File: src/rtl/assert_macros.svh
// Assertion macros for the top-level RTL file, clocked on clk and held off during rst.
`ifndef ASSERT_MACROS_SVH
`define ASSERT_MACROS_SVH

// Check a property at every rising edge of clk outside reset.
`define ASSERT_CLK(name, prop, msg) \
  name: assert property (@(posedge clk) disable iff (rst) (prop)) else $error(msg);

// Check that a condition implies another in the same cycle.
`define ASSERT_IMPLY(name, ante, cons, msg) \
  name: assert property (@(posedge clk) disable iff (rst) (ante) |-> (cons)) else $error(msg);

`endif

File: src/rtl/jse_pkg.sv
// Shared types and character constants of the JSON string escaper.
package jse_pkg;

  // How the back end spells out one queued job.
  typedef enum logic [1:0] {
    KIND_CHAR,  // one character, sent as is
    KIND_ESC2,  // backslash and one letter
    KIND_U4,    // \uXXXX
    KIND_PAIR   // \uXXXX\uXXXX surrogate pair
  } kind_t;

  typedef struct packed {
    kind_t       kind;
    logic [15:0] hi;  // character or escape letter in [7:0], or first hex word
    logic [15:0] lo;  // second hex word of a surrogate pair
  } job_t;

  typedef struct packed {
    logic full;
    logic empty;
  } q_status_t;

  localparam logic [7:0] CH_QUOTE  = 8'h22;
  localparam logic [7:0] CH_BSLASH = 8'h5C;
  localparam logic [7:0] CH_U      = 8'h75;
  localparam logic [7:0] CH_B      = 8'h62;
  localparam logic [7:0] CH_F      = 8'h66;
  localparam logic [7:0] CH_N      = 8'h6E;
  localparam logic [7:0] CH_R      = 8'h72;
  localparam logic [7:0] CH_T      = 8'h74;
  localparam logic [7:0] CH_ZERO   = 8'h30;
  localparam logic [7:0] CH_A      = 8'h41;

endpackage

File: src/rtl/jse_front.sv
// Front end: takes input bytes, gathers UTF-8 sequences and classifies each value into a job.
module jse_front
  import jse_pkg::*;
(
  input  logic       clk,
  input  logic       rst,
  input  logic       ensure_ascii,
  input  logic       in_accept,
  input  logic [7:0] data_byte,
  input  logic       end_of_string,
  output logic       push,
  output job_t       push_job
);

  logic [20:0] partial_cp, partial_cp_next;
  logic [1:0]  due, due_next;
  logic        emit;
  logic [20:0] value;
  logic        wide;

  function automatic job_t classify(input logic [20:0] v, input logic wd);
    job_t        j;
    logic [7:0]  esc;
    logic [20:0] d;
    j.kind = KIND_CHAR;
    j.hi   = {8'h00, v[7:0]};
    j.lo   = '0;
    d      = v - 21'h010000;
    case (v)
      21'h000022: esc = CH_QUOTE;
      21'h00005C: esc = CH_BSLASH;
      21'h000008: esc = CH_B;
      21'h00000C: esc = CH_F;
      21'h00000A: esc = CH_N;
      21'h00000D: esc = CH_R;
      21'h000009: esc = CH_T;
      default:    esc = 8'h00;
    endcase
    if (esc != 8'h00) begin
      j.kind = KIND_ESC2;
      j.hi   = {8'h00, esc};
    end else if (v <= 21'h00001F) begin
      j.kind = KIND_U4;
      j.hi   = v[15:0];
    end else if (!wd || v <= 21'h00007F) begin
      j.kind = KIND_CHAR;
    end else if (v <= 21'h00FFFF) begin
      j.kind = KIND_U4;
      j.hi   = v[15:0];
    end else begin
      j.kind = KIND_PAIR;
      j.hi   = 16'hD800 + {5'b00000, d[20:10]};
      j.lo   = {6'b110111, d[9:0]};
    end
    return j;
  endfunction

  always_comb begin
    partial_cp_next = partial_cp;
    due_next        = due;
    emit            = 1'b0;
    value           = {13'd0, data_byte};
    wide            = ensure_ascii;
    if (!ensure_ascii) begin
      // raw mode drops any pending sequence
      partial_cp_next = '0;
      due_next        = '0;
      emit            = 1'b1;
    end else if (due != 2'd0) begin
      value           = {partial_cp[14:0], data_byte[5:0]};
      due_next        = due - 2'd1;
      partial_cp_next = value;
      if (due == 2'd1) begin
        emit            = 1'b1;
        partial_cp_next = '0;
      end
    end else if (data_byte >= 8'hC0) begin
      if (data_byte >= 8'hF0) begin
        partial_cp_next = {18'd0, data_byte[2:0]};
        due_next        = 2'd3;
      end else if (data_byte >= 8'hE0) begin
        partial_cp_next = {17'd0, data_byte[3:0]};
        due_next        = 2'd2;
      end else begin
        partial_cp_next = {16'd0, data_byte[4:0]};
        due_next        = 2'd1;
      end
    end else begin
      emit = 1'b1;
    end
    if (end_of_string) begin
      partial_cp_next = '0;
      due_next        = '0;
    end
  end

  assign push     = in_accept && emit;
  assign push_job = classify(value, wide);

  always_ff @(posedge clk) begin
    if (rst) begin
      partial_cp <= '0;
      due        <= '0;
    end else if (in_accept) begin
      partial_cp <= partial_cp_next;
      due        <= due_next;
    end
  end

endmodule

File: src/rtl/jse_queue.sv
// Short job queue between the front end and the character sequencer.
module jse_queue
  import jse_pkg::*;
#(
  parameter int Depth = 4
) (
  input  logic      clk,
  input  logic      rst,
  input  logic      push,
  input  job_t      push_job,
  input  logic      pop,
  output job_t      head_job,
  output q_status_t status
);

  localparam int PtrW = (Depth > 1) ? $clog2(Depth) : 1;
  localparam int CntW = $clog2(Depth + 1);
  localparam logic [PtrW-1:0] LastPtr = PtrW'(Depth - 1);
  localparam logic [CntW-1:0] FullCnt = CntW'(Depth);

  job_t            mem [Depth];
  logic [PtrW-1:0] wr_ptr;
  logic [PtrW-1:0] rd_ptr;
  logic [CntW-1:0] count;

  assign status.full  = (count == FullCnt);
  assign status.empty = (count == '0);
  assign head_job     = mem[rd_ptr];

  always_ff @(posedge clk) begin
    if (push) begin
      mem[wr_ptr] <= push_job;
    end
  end

  always_ff @(posedge clk) begin
    if (rst) begin
      wr_ptr <= '0;
      rd_ptr <= '0;
      count  <= '0;
    end else begin
      if (push) begin
        wr_ptr <= (wr_ptr == LastPtr) ? '0 : wr_ptr + 1'b1;
      end
      if (pop) begin
        rd_ptr <= (rd_ptr == LastPtr) ? '0 : rd_ptr + 1'b1;
      end
      if (push && !pop) begin
        count <= count + 1'b1;
      end else if (pop && !push) begin
        count <= count - 1'b1;
      end
    end
  end

endmodule

File: src/rtl/jse_back.sv
// Back end: spells out the head job one character a beat into the output register.
module jse_back
  import jse_pkg::*;
(
  input  logic       clk,
  input  logic       rst,
  input  job_t       head_job,
  input  logic       q_empty,
  output logic       pop,
  output logic       out_valid,
  input  logic       out_ready,
  output logic [7:0] out_char,
  output logic       run_last
);

  logic [3:0]  idx;
  logic [3:0]  last_idx;
  logic [3:0]  pos;
  logic [15:0] word;
  logic [3:0]  nib;
  logic [7:0]  ch;
  logic        advance;
  logic        at_last;

  function automatic logic [7:0] hex_char(input logic [3:0] n);
    if (n < 4'd10) begin
      return CH_ZERO + {4'd0, n};
    end
    return CH_A + {4'd0, n} - 8'd10;
  endfunction

  always_comb begin
    case (head_job.kind)
      KIND_CHAR: last_idx = 4'd0;
      KIND_ESC2: last_idx = 4'd1;
      KIND_U4:   last_idx = 4'd5;
      KIND_PAIR: last_idx = 4'd11;
      default:   last_idx = 4'd0;
    endcase
  end

  always_comb begin
    pos  = (idx >= 4'd6) ? idx - 4'd6 : idx;
    word = (idx >= 4'd6) ? head_job.lo : head_job.hi;
    case (pos)
      4'd2:    nib = word[15:12];
      4'd3:    nib = word[11:8];
      4'd4:    nib = word[7:4];
      default: nib = word[3:0];
    endcase
    case (head_job.kind)
      KIND_CHAR: ch = head_job.hi[7:0];
      KIND_ESC2: ch = (idx == 4'd0) ? CH_BSLASH : head_job.hi[7:0];
      default: begin
        if (pos == 4'd0) begin
          ch = CH_BSLASH;
        end else if (pos == 4'd1) begin
          ch = CH_U;
        end else begin
          ch = hex_char(nib);
        end
      end
    endcase
  end

  assign advance = !out_valid || out_ready;
  assign at_last = (idx == last_idx);
  assign pop     = advance && !q_empty && at_last;

  always_ff @(posedge clk) begin
    if (rst) begin
      idx       <= '0;
      out_valid <= 1'b0;
    end else if (advance) begin
      out_valid <= !q_empty;
      if (!q_empty) begin
        idx <= at_last ? 4'd0 : idx + 4'd1;
      end
    end
  end

  // payload needs no reset
  always_ff @(posedge clk) begin
    if (advance && !q_empty) begin
      out_char <= ch;
      run_last <= at_last;
    end
  end

endmodule

File: src/rtl/json_string_escaper_unit.sv
// JSON string escaper: takes one string byte a beat and sends the JSON-escaped text one
// character a beat. With ensure_ascii low each byte is escaped alone; with it high UTF-8
// sequences are gathered into a code point and non-ASCII code points leave as \uXXXX or a
// surrogate pair, and a sequence cut short by tlast is dropped. A byte is taken every cycle
// while the job queue has room; while m_axis_tready is high the output side sends one
// character per cycle. A plain byte yields one character, a two-letter escape two, \uXXXX
// six and a surrogate pair twelve, all set by the character sequencer of the back end. Lead
// and middle bytes of a sequence produce no output. The queue of QUEUE_DEPTH jobs lets the
// input run ahead of an escape. A job is queued first, then its characters are registered.
`include "assert_macros.svh"

module json_string_escaper_unit
  import jse_pkg::*;
#(
  parameter int QUEUE_DEPTH = 4
) (
  input  logic       clk,
  input  logic       rst,
  input  logic       cfg_we,
  input  logic       cfg_wdata,      // ensure_ascii
  input  logic       s_axis_tvalid,
  output logic       s_axis_tready,
  input  logic [7:0] s_axis_tdata,   // [7:0] data_byte
  input  logic       s_axis_tlast,   // end_of_string
  output logic       m_axis_tvalid,
  input  logic       m_axis_tready,
  output logic [7:0] m_axis_tdata,   // [7:0] out_char
  output logic       m_axis_tlast    // run_last
);

  logic      ensure_ascii;
  logic      in_accept;
  logic      q_push;
  job_t      q_push_job;
  logic      q_pop;
  job_t      q_head;
  q_status_t q_status;

  always_ff @(posedge clk) begin
    if (rst) begin
      ensure_ascii <= 1'b0;
    end else if (cfg_we) begin
      ensure_ascii <= cfg_wdata;
    end
  end

  assign s_axis_tready = !q_status.full;
  assign in_accept     = s_axis_tvalid && s_axis_tready;

  jse_front u_front (
    .clk           (clk),
    .rst           (rst),
    .ensure_ascii  (ensure_ascii),
    .in_accept     (in_accept),
    .data_byte     (s_axis_tdata),
    .end_of_string (s_axis_tlast),
    .push          (q_push),
    .push_job      (q_push_job)
  );

  jse_queue #(
    .Depth (QUEUE_DEPTH)
  ) u_queue (
    .clk      (clk),
    .rst      (rst),
    .push     (q_push),
    .push_job (q_push_job),
    .pop      (q_pop),
    .head_job (q_head),
    .status   (q_status)
  );

  jse_back u_back (
    .clk       (clk),
    .rst       (rst),
    .head_job  (q_head),
    .q_empty   (q_status.empty),
    .pop       (q_pop),
    .out_valid (m_axis_tvalid),
    .out_ready (m_axis_tready),
    .out_char  (m_axis_tdata),
    .run_last  (m_axis_tlast)
  );

  `ASSERT_IMPLY(a_no_push_when_full, q_push, !q_status.full, "job pushed into full queue")
  `ASSERT_IMPLY(a_no_pop_when_empty, q_pop, !q_status.empty, "job popped from empty queue")
  `ASSERT_IMPLY(a_raw_byte_queued, in_accept && !ensure_ascii, q_push, "raw byte made no job")
  `ASSERT_CLK(a_pop_loads_last, q_pop |=> (m_axis_tvalid && m_axis_tlast), "pop without last beat")

endmodule
File: config.mk
export PLATFORM = sky130hd
export DESIGN_NAME = json_string_escaper_unit
export DESIGN_NICKNAME = d
export VERILOG_FILES = /design/src/rtl/jse_pkg.sv /design/src/rtl/jse_front.sv /design/src/rtl/jse_queue.sv /design/src/rtl/jse_back.sv /design/src/rtl/json_string_escaper_unit.sv
export VERILOG_INCLUDE_DIRS = /design/src /design/src/rtl
export SDC_FILE = /design/constraint.sdc
export NUM_CORES = 1
export LEC_CHECK = 0
export CORE_MARGIN = 4
export CORE_UTILIZATION = 40
export DETAILED_ROUTE_END_ITERATION = 12
export DONT_BUFFER_PORTS = 1
export PLACE_DENSITY_LB_ADDON = 0.08
export SLEW_MARGIN = 20
export SYNTH_ARGS = -nofsm -noshare
export SYNTH_HDL_FRONTEND = slang
export SYNTH_HIERARCHICAL = 1
export SYNTH_SLANG_ARGS = --single-unit
File: constraint.sdc
create_clock -name clk -period 4.8 [get_ports clk]
set_input_delay 0.24 -clock clk [delete_from_list [all_inputs] [get_ports clk]]
set_output_delay 0.24 -clock clk [all_outputs]
set_load 0.02 [all_outputs]
Word level (Yosys, flattened, before mapping)
Memory sizes are Yosys's and may differ from the RTL's. A register that Yosys moved wholly into a read port is not among the register bits.
Cells that the tools add are included.
{"block": "totals", "register_bits": 39, "ram_bits": 136, "out_inout_bits": 11, "wordCells": 127, "mem_count": 1}
{"block": "op_classes", "n_addsub": 12, "n_lt_le_gt_ge": 8, "n_eq_ne": 20, "muxes": 51, "bitwise_logic": 1, "n_reduce_logical": 24}
{"name": "u_queue.mem", "words": 4, "word_bits": 34, "read_ports": 1, "rd_ports_with_merged_regs": 1, "wr": 1, "line_no": "jse_queue.sv:21", "rtl": "job_t mem [Depth];"}
{"op": "$eq A21 B4 Y1 const B", "n": 5}
{"op": "$mux W15", "n": 5}
{"op": "$mux W16", "n": 4}
{"op": "$pmux W7 S7", "n": 1}
{"op": "$mux W21", "n": 2}
{"op": "$mux W8", "n": 5}
{"op": "$mux W18", "n": 2}
{"op": "$mux W32", "n": 1}
{"op": "$ge A8 B8 Y1 const B", "n": 3}
{"op": "$mux W2", "n": 11}
{"op": "$eq A21 B6 Y1 const B", "n": 1}
{"op": "$eq A21 B7 Y1 const B", "n": 1}
{"op": "$le A21 B16 Y1 const B", "n": 1}
{"op": "$le A21 B5 Y1 const B", "n": 1}
{"op": "$le A21 B7 Y1 const B", "n": 1}
{"op": "$sub A21 B17 Y21 const B", "n": 1}
{"op": "$mux W17", "n": 1}
{"op": "$add A15 B12 Y16 const A", "n": 1}
{"op": "$pmux W4 S4", "n": 1}
{"op": "$pmux W8 S2", "n": 1}
{"op": "$pmux W4 S3", "n": 1}
{"op": "$mux W1", "n": 10}
{"op": "$mux W5", "n": 2}
{"op": "$add A7 B4 Y8 const A", "n": 1}
{"op": "31 further kinds", "n": 53}

Longest topological paths before layout
Gate-level depths: netlist of the first run.
{"block": "depth", "ltp_word": 13, "ltp_mapped": 15}

Hierarchy
The synthesis of the first run kept the hierarchy.
{"mod": "jse_queue", "instances": 1, "cells_per_inst": 222, "area_per_inst_um2": 5395.2, "seq_area_each_um2": 4264.1}
{"mod": "jse_front", "instances": 1, "cells_per_inst": 242, "area_per_inst_um2": 1631.6, "seq_area_each_um2": 340.3}
{"mod": "jse_back", "instances": 1, "cells_per_inst": 143, "area_per_inst_um2": 1241.2, "seq_area_each_um2": 370.4}
{"mod": "json_string_escaper_unit", "instances": 1, "cells_per_inst": 5, "area_per_inst_um2": 43.8, "seq_area_each_um2": 20.0}

Worst setup path after synthesis of the first run
OpenSTA, ideal clock, no wires.
{"block": "synth_timing", "path_type": "reg2reg", "startpoint": "register u_front.due[0]", "endpoint": "memory u_queue/mem[0][19] in the netlist's numbering (data pin)", "setup_time_ns": 0.272, "t_arrival_ns": 3.212, "required_time_ns": 4.528, "setup_slack_ns": 1.316, "stages_incl_launch_ff": 14, "n_path_buf": 4, "synth_period_minus_slack_ns": 3.484, "path_cell_list": "dfxtp_1 > buf_2 > o21a_1 > clkbuf_1 > nand2_1 > ha_1 > nor4b_1 > a32oi_2 > or3b_1 > and3_1 > buf_2 > or2_0 > buf_2 > a311o_1"}
{"element": "start: declaration", "line_no": "jse_front.sv:16", "rtl": "logic [1:0] due, due_next;"}
{"element": "start signal: assignment", "line_no": "jse_front.sv:106", "rtl": "due <= due_next;"}
{"element": "end: declaration", "line_no": "jse_queue.sv:21"}

==> results by group, run 1 <==
Timing
  – Hold Slack: between 0.02 and 0.03 ns
  – Slew Limit Fails: 0
  – Final period util: between 80% and 90%
  – Layout Skew: 0.00997 ns
  – Fin crit period: around 4 ns
  – FMAX: approximately 250 MHz
  – Final hold violation count: 0
  – RSZ-0062 raised after global routing: no
  – Final worst slack: 0.806 ns
  – Setup TNS: 0 ns
  – Headroom to the max-slew limit: between 30% and 40%
  – Slew of the pin with the lowest slew margin: roughly 0.96 ns
  – Final setup fails: 0

GRT
  – Largest net degree at the start of global routing: 35
  – Met2 Resource Use GR: 27.7%
  – Met1 usage: between 20% and 30%
  – First-pass GRT wire length: ~30 mm
  – GRT overflow: 0
  – Number of global-route vias before repair: 5,211
  – GR peak layer: met2
  – Met3 usage in global routing: under 10%
  – GRT Util Overall: between 15 and 20%
  – Initial antenna violation count: 0

Logic synthesis
  – Post-synth top area cell: edfxtp_1
  – Post-Syn Area per Cell: between 10 and 15 sq um
  – Top-count cell post-synth: edfxtp_1
  – Share of the synthesized area in the top cell type: a little over half
  – Sequential fraction of the synthesis area: 60.1%
  – Flops & latches, synth: around 180
  – Post-Syn Instances: between 600 and 700
  – Synthesized area: between 0.008 and 0.009 sq mm
  – Ys async rst share: 0%
  – Synth warnings: 6
  – Top cells by area, synth: edfxtp_1 52%, mux4_2 8.7%, dfxtp_1 7.7%
  – Netlist cell types: 80
  – Post-synth EDFFs: roughly 150
  – Post-synth top cells: 145 x edfxtp_1, 44 x nand2_1, 39 x nor2_1
  – Post-Synthesis Net Count: 641
  – Main flop type after synthesis: edfxtp_1

Run
  – Max_cap viols: 0

Power
  – Sw Share: a little under a third
  – Max VDD drop: 0.000316 V
  – P_int: slightly above 3 mW
  – Leakage: between 3 and 4 nW
  – Net switching power: about 1.4 mW
  – Share of total power in sequential cells: between 40% and 50%
  – Final Power: roughly 4.4 mW
  – Power share of the clock group: 29.4%
  – Power per cell area: ~490 mW/mm^2
  – Combinational Power Share: between 20% and 30%

Die
  – FP Rows: 52
  – IO Pins: 26
  – Die X: around 150 um
  – CORE AREA: slightly above 0.02 sq mm
  – Die H: approximately 150 um
  – Initial Util: 40.8%
  – Full die area: 0.0231 sq mm

Placement
  – Placed inst area: roughly 0.0085 sq mm
  – Dpl ws: about 0.84 ns
  – HPWL Detailed: around 13 mm
  – Gp weighted congestion: ~0.86
  – Port bufs: 0

Critical path
  – Crit-path cells: o21a_1 > nand2_1 > ha_1 > nor4b_1 > a32oi_2 > or3b_1 > a31oi_1 > nand3b_1 > inv_1 > and2_1
  – Critical path class: reg -> reg
  – Crit-path max FO: 25
  – Worst Setup End Kind: register
  – R2R Setup Slk: 0.81 ns
  – CP top delay family: simple AND/OR/NAND/NOR gates
  – Worst setup SP type: register
  – Slowest-stage cell, CP: inv_1
  – Max stage delay on crit path: 0.58 ns
  – CP required: ~5.1 ns
  – Critical path arrival: 4.26 ns
  – Crit path buf inv count: 1

Clocking
  – Post-CTS setup buffer count: 0
  – TritonCTS buffer count: 17
  – Clock buffer depth: 2
  – Post-CTS sizing: 0
  – Clock slew seen by the registers of the worst setup and hold paths: around 0.07 ns
  – CTS sink count: about 180
  – Hold buffers post-CTS: 9
  – CTS tree: done
  – Worst skew pair latency: ~0.43 ns
  – CTS Root Cell: clkbuf_16
  – H-tree levels: 4

Final layout
  – Antenna fix cells: 0
  – Register area: 0.00500 sq mm
  – Layout net count: 646
  – Final instance area: between 0.009 and 0.01 sq mm
  – Layout cells sized above 1: ~14%
  – P&R area growth vs syn: 10.1%
  – Multi-input logic area: 0.00302 sq mm
  – Number of fill cells: 1,846

Drt
  – Wire length per cell: between 20 and 25 um
  – Vias: a little over 5,000
  – # DRC: 0
  – Vias per cell: roughly 5.7
  – Routed Antenna Nets: 0
  – Iter 0 DRT Violations: 452
  – Total routed wirelength: a little under 20 mm
  – Drt first pass iters: 4

Min path
  – Hold Crit Class: in -> reg

Run status
  – Status: completed
-- power by group through the flow --
stage / Combinational (mW) / Clock (mW) / Sequential (mW)
after detailed placement: 1.12 / 0 / 2.06
after global placement: 1.10 / 0 / 2.05
after global routing: 1.23 / 1.41 / 2.04
after CTS: 1.14 / 1.34 / 2.03
after floorplan: 0.887 / 0 / 2.01
final: 1.11 / 1.30 / 2.02
-- worst reg2reg max path, cell delays in order (launching register included) --
cell and delay (ns):
dfxtp_1 0.53, o21a_1 0.52, nand2_1 0.19, ha_1 0.26, nor4b_1 0.19, a32oi_2 0.43, or3b_1 0.43, a31oi_1 0.18
nand3b_1 0.21, inv_1 0.58, and2_1 0.32
-- per-layer routing --
layer  routed length, um  vias up
met5                   0        -
met4                 167        0
met3                 737       14
met2                9370      113
met1                9020     2624
li1                    -     2392
-- area by class of cell --
| class | count | share of cell area [%] |
|---|---|---|
| clock inverters | 15 | 1.48 |
| repair buffers | 19 | 1.81 |
| flip-flops and latches | 177 | 54.6 |
| multi-input cells | 383 | 33.0 |
| clock buffers | 17 | 4.65 |
| well taps | 270 | 3.69 |
| inverters | 19 | 0.780 |
-- kinds of logic (layout without fill, tap and decap cells) --
family,after synthesis,count (layout),share of synthesized area [%]
AO/OA/AOI/OAI,126,126,10.5
XOR/XNOR,10,10,1.05
adder cells (fa/ha/maj),14,14,2.20
buffers and inverters,52,70,3.61
flip-flops,177,177,60.1
multiplexers,46,46,11.1
other,1,1,0.0451
AND/OR/NAND/NOR,186,186,11.3
-- placed cells by master, fill, tap and decap left out, types with 3 or more instances in the layout --
cell type      count
o21ai_1            6
nor3b_1            4
mux4_2            32
clkinvlp_4         3
nor4_1             5
edfxtp_1         145
a211o_1            3
nor2_1            39
o21a_1             5
a21o_1             3
dfxtp_1           31
o22ai_1            4
inv_1             17
clkinv_2           3
xnor2_1            5
nand3_1           25
o211ai_1           5
a21oi_1           38
dlygate4sd3_1      9
mux4_1             4
nand3b_1           3
xor2_1             5
a32oi_1            3
buf_4             10
a31oi_1            5
or3_1              4
nor3_1            14
nand4_1            6
nor2b_1            6
and2_1            14
ha_1              13
o21ai_0           18
nand2b_1           5
or4_1              3
mux2i_1           10
clkbuf_16         17
nand2_1           44
clkinv_4           4
-- per-stage QoR --
step,std cells,util (%)
final,900,44.9
after global routing,900,44.9
after floorplan,612,-
after global placement,859,41.7
after detailed placement,859,41.7
after CTS,900,44.9
-- flip-flops by register name (all words and copies together) (netlist names), named ones only --
| register | cells |
|---|---|
| ensure_ascii | 1 |
| u_back/idx | 4 |
| u_back/out_char | 8 |
| u_back/out_valid | 1 |
| u_back/run_last | 1 |
| u_front/due | 2 |
| u_front/partial_cp | 15 |
| u_queue/count | 3 |
| u_queue/mem | 136 |
| u_queue/rd_ptr | 2 |
| u_queue/wr_ptr | 2 |
-- worst paths after layout --
path / start / end / depth (start not counted)
max reg2reg: u_front/due[0] / u_queue/mem[2][0] / 10
min reg2reg: u_front/partial_cp[14] / u_front/partial_cp[14] / 2
max: u_front/due[0] / u_queue/mem[2][0] / 10
min: m_axis_tready / u_back/out_valid / 2
(Power assumes the default switching activity.)
==> inputs of run 2 (changes only) <==
clock period = 3.88 ns   (was 4.8 ns; I/O delays follow)
==> results by group, run 2 (synthesis gave the netlist of run 1 again) <==
Timing
  – FMAX: around 290 MHz
  – Layout Skew: between 0.01 and 0.015 ns
  – Fin crit period: roughly 3.4 ns
  – Setup TNS: 0 ns
  – Hold Slack: between 0.03 and 0.04 ns
  – Final period util: 87.9%
  – Slew of the pin with the lowest slew margin: ~1.0 ns
  – Final hold violation count: 0
  – RSZ-0062 raised after global routing: no
  – Final worst slack: 0.470 ns
  – Final setup fails: 0
  – Headroom to the max-slew limit: 30.6%
  – Slew Limit Fails: 0

Critical path
  – Slowest-stage cell, CP: dfxtp_1
  – Worst Setup End Kind: register
  – CP top delay family: simple AND/OR/NAND/NOR gates
  – Crit path buf inv count: 0
  – CP required: 4.03 ns
  – Critical path class: reg -> reg
  – Worst setup SP type: register
  – Crit-path max FO: 9
  – Crit-path cells: o21a_1 > nand2_1 > ha_1 > nor4b_1 > a32oi_2 > or3b_1 > and3_1 > or2_0 > a311o_1
  – Critical path arrival: ~3.6 ns
  – Max stage delay on crit path: 0.52 ns

Final layout
  – Commonest non-fill, non-tap cell in the layout: edfxtp_1
  – Final instance area: 0.00926 sq mm
  – Finished Core Util: between 40 and 50%
  – Final Non-Filler Cells: 910
  – Most frequent cells in the layout: 145 x edfxtp_1, 44 x nand2_1, 39 x nor2_1, 38 x a21oi_1, 32 x mux4_2
  – P&R area growth vs syn: 11.4%
  – Antenna fix cells: 0
  – Largest register FFs: 136
  – Biggest regs: u_queue/mem (136), u_front/partial_cp (15), u_back/out_char (8)
  – Layout net count: approximately 660
  – Reg with most FFs: u_queue/mem
  – Layout cells sized above 1: 15.5%

Drt
  – Vias per cell: about 5.7
  – Routed Antenna Nets: 0
  – Vias: between 5,000 and 6,000
  – Drt first pass iters: 4
  – Wire length per cell: about 21 um
  – Iter 0 DRT Violations: between 200 and 300
  – Total routed wirelength: between 15 and 20 mm
  – # DRC: 0

Min path
  – Hold Crit Class: in -> reg

Placement
  – Placed cells: roughly 870
  – Dpl ws: around 0.52 ns
  – Gp weighted congestion: between 0.8 and 0.9
  – HPWL Detailed: ~13 mm
  – Placed inst area: roughly 0.0086 sq mm
  – Port bufs: 0

Clocking
  – Clock buffer depth: 2
  – CTS tree: done
  – Clock slew seen by the registers of the worst setup and hold paths: ~0.07 ns
  – H-tree levels: 4
  – CTS sink count: about 180
  – Worst skew pair latency: 0.43 ns
  – Post-CTS sizing: 0
  – TritonCTS buffer count: 17
  – CTS Root Cell: clkbuf_16

Die
  – Full die area: ~0.023 sq mm
  – Die X: ~150 um
  – IO Pins: 26
  – Initial Util: roughly two fifths
  – Die H: roughly 150 um
  – CORE AREA: roughly 0.020 sq mm
  – FP Rows: 52

GRT
  – Initial antenna violation count: 2
  – GR peak layer: met2
  – Met1 usage: 22.1%
  – First-pass GRT wire length: roughly 30 mm
  – GRT Util Overall: 16.7%
  – Met3 usage in global routing: 3.38%
  – Met2 Resource Use GR: 27.3%
  – Largest net degree at the start of global routing: 35
  – GRT overflow: 0
  – Number of global-route vias before repair: 5,216

Run
  – Max_cap viols: 0

Power
  – Max VDD drop: roughly 0.0003 V
  – Final Power: approximately 5.6 mW
  – Leakage: 3.07 nW
  – Power per cell area: 603 mW/mm^2

Run status
  – Status: completed
[run 2: cell count changes in the layout (fill, tap and decap cells not counted), sizes merged]
cell / change
buf: +9
clkinv: -3
clkinvlp: -1
dlygate4sd3: +1
inv: +4
[run 2: final cells by class]
class / count / area [sq um]
Fill cell: 1831 / 11100
Sequential cell: 177 / 5000
Multi-Input combinational cell: 383 / 3020
Clock buffer: 17 / 425
Tap cell: 270 / 338
Timing Repair Buffer: 29 / 243
Clock inverter: 15 / 170
Inverter: 19 / 71.3
[run 2: path summary, 6_finish.rpt]
check	cells past startpoint	startpoint	to	slack [ns]
max	9	u_front/due[0]	u_queue/mem[3][19]	0.47
min reg2reg	2	u_queue/count[2]	u_queue/count[2]	0.51
max reg2reg	9	u_front/due[0]	u_queue/mem[3][19]	0.47
min	2	rst	u_back/idx[2]	0.03
[run 2: worst register-to-register path, stage by stage, from the launching register on]
cell	delay (ns)
dfxtp_1	0.52
o21a_1	0.31
nand2_1	0.14
ha_1	0.23
nor4b_1	0.18
a32oi_2	0.41
or3b_1	0.44
and3_1	0.17
or2_0	0.30
a311o_1	0.45
[run 2: power breakdown]
group | leakage (nW) | internal, mW | switching [mW]
Sequential | 1.66 | 2.32 | 0.157
Combinational | 1.13 | 0.605 | 0.810
Clock | 0.285 | 0.916 | 0.772
[run 2: metal layers]
layer / wire, um / up-vias / share of wire (%)
met4: 357 / 0 / 1.9
met5: 0 / - / 0
met3: 843 / 24 / 4.4
met2: 9260 / 143 / 49
li1: - / 2408 / -
met1: 8490 / 2601 / 45
[run 2: repair_timing]
item / 4_1_cts / 5_1_grt
buffers inserted: 0 / 0
endpoints found under the hold margin: 28 / 0
hold buffers: 10 / 0
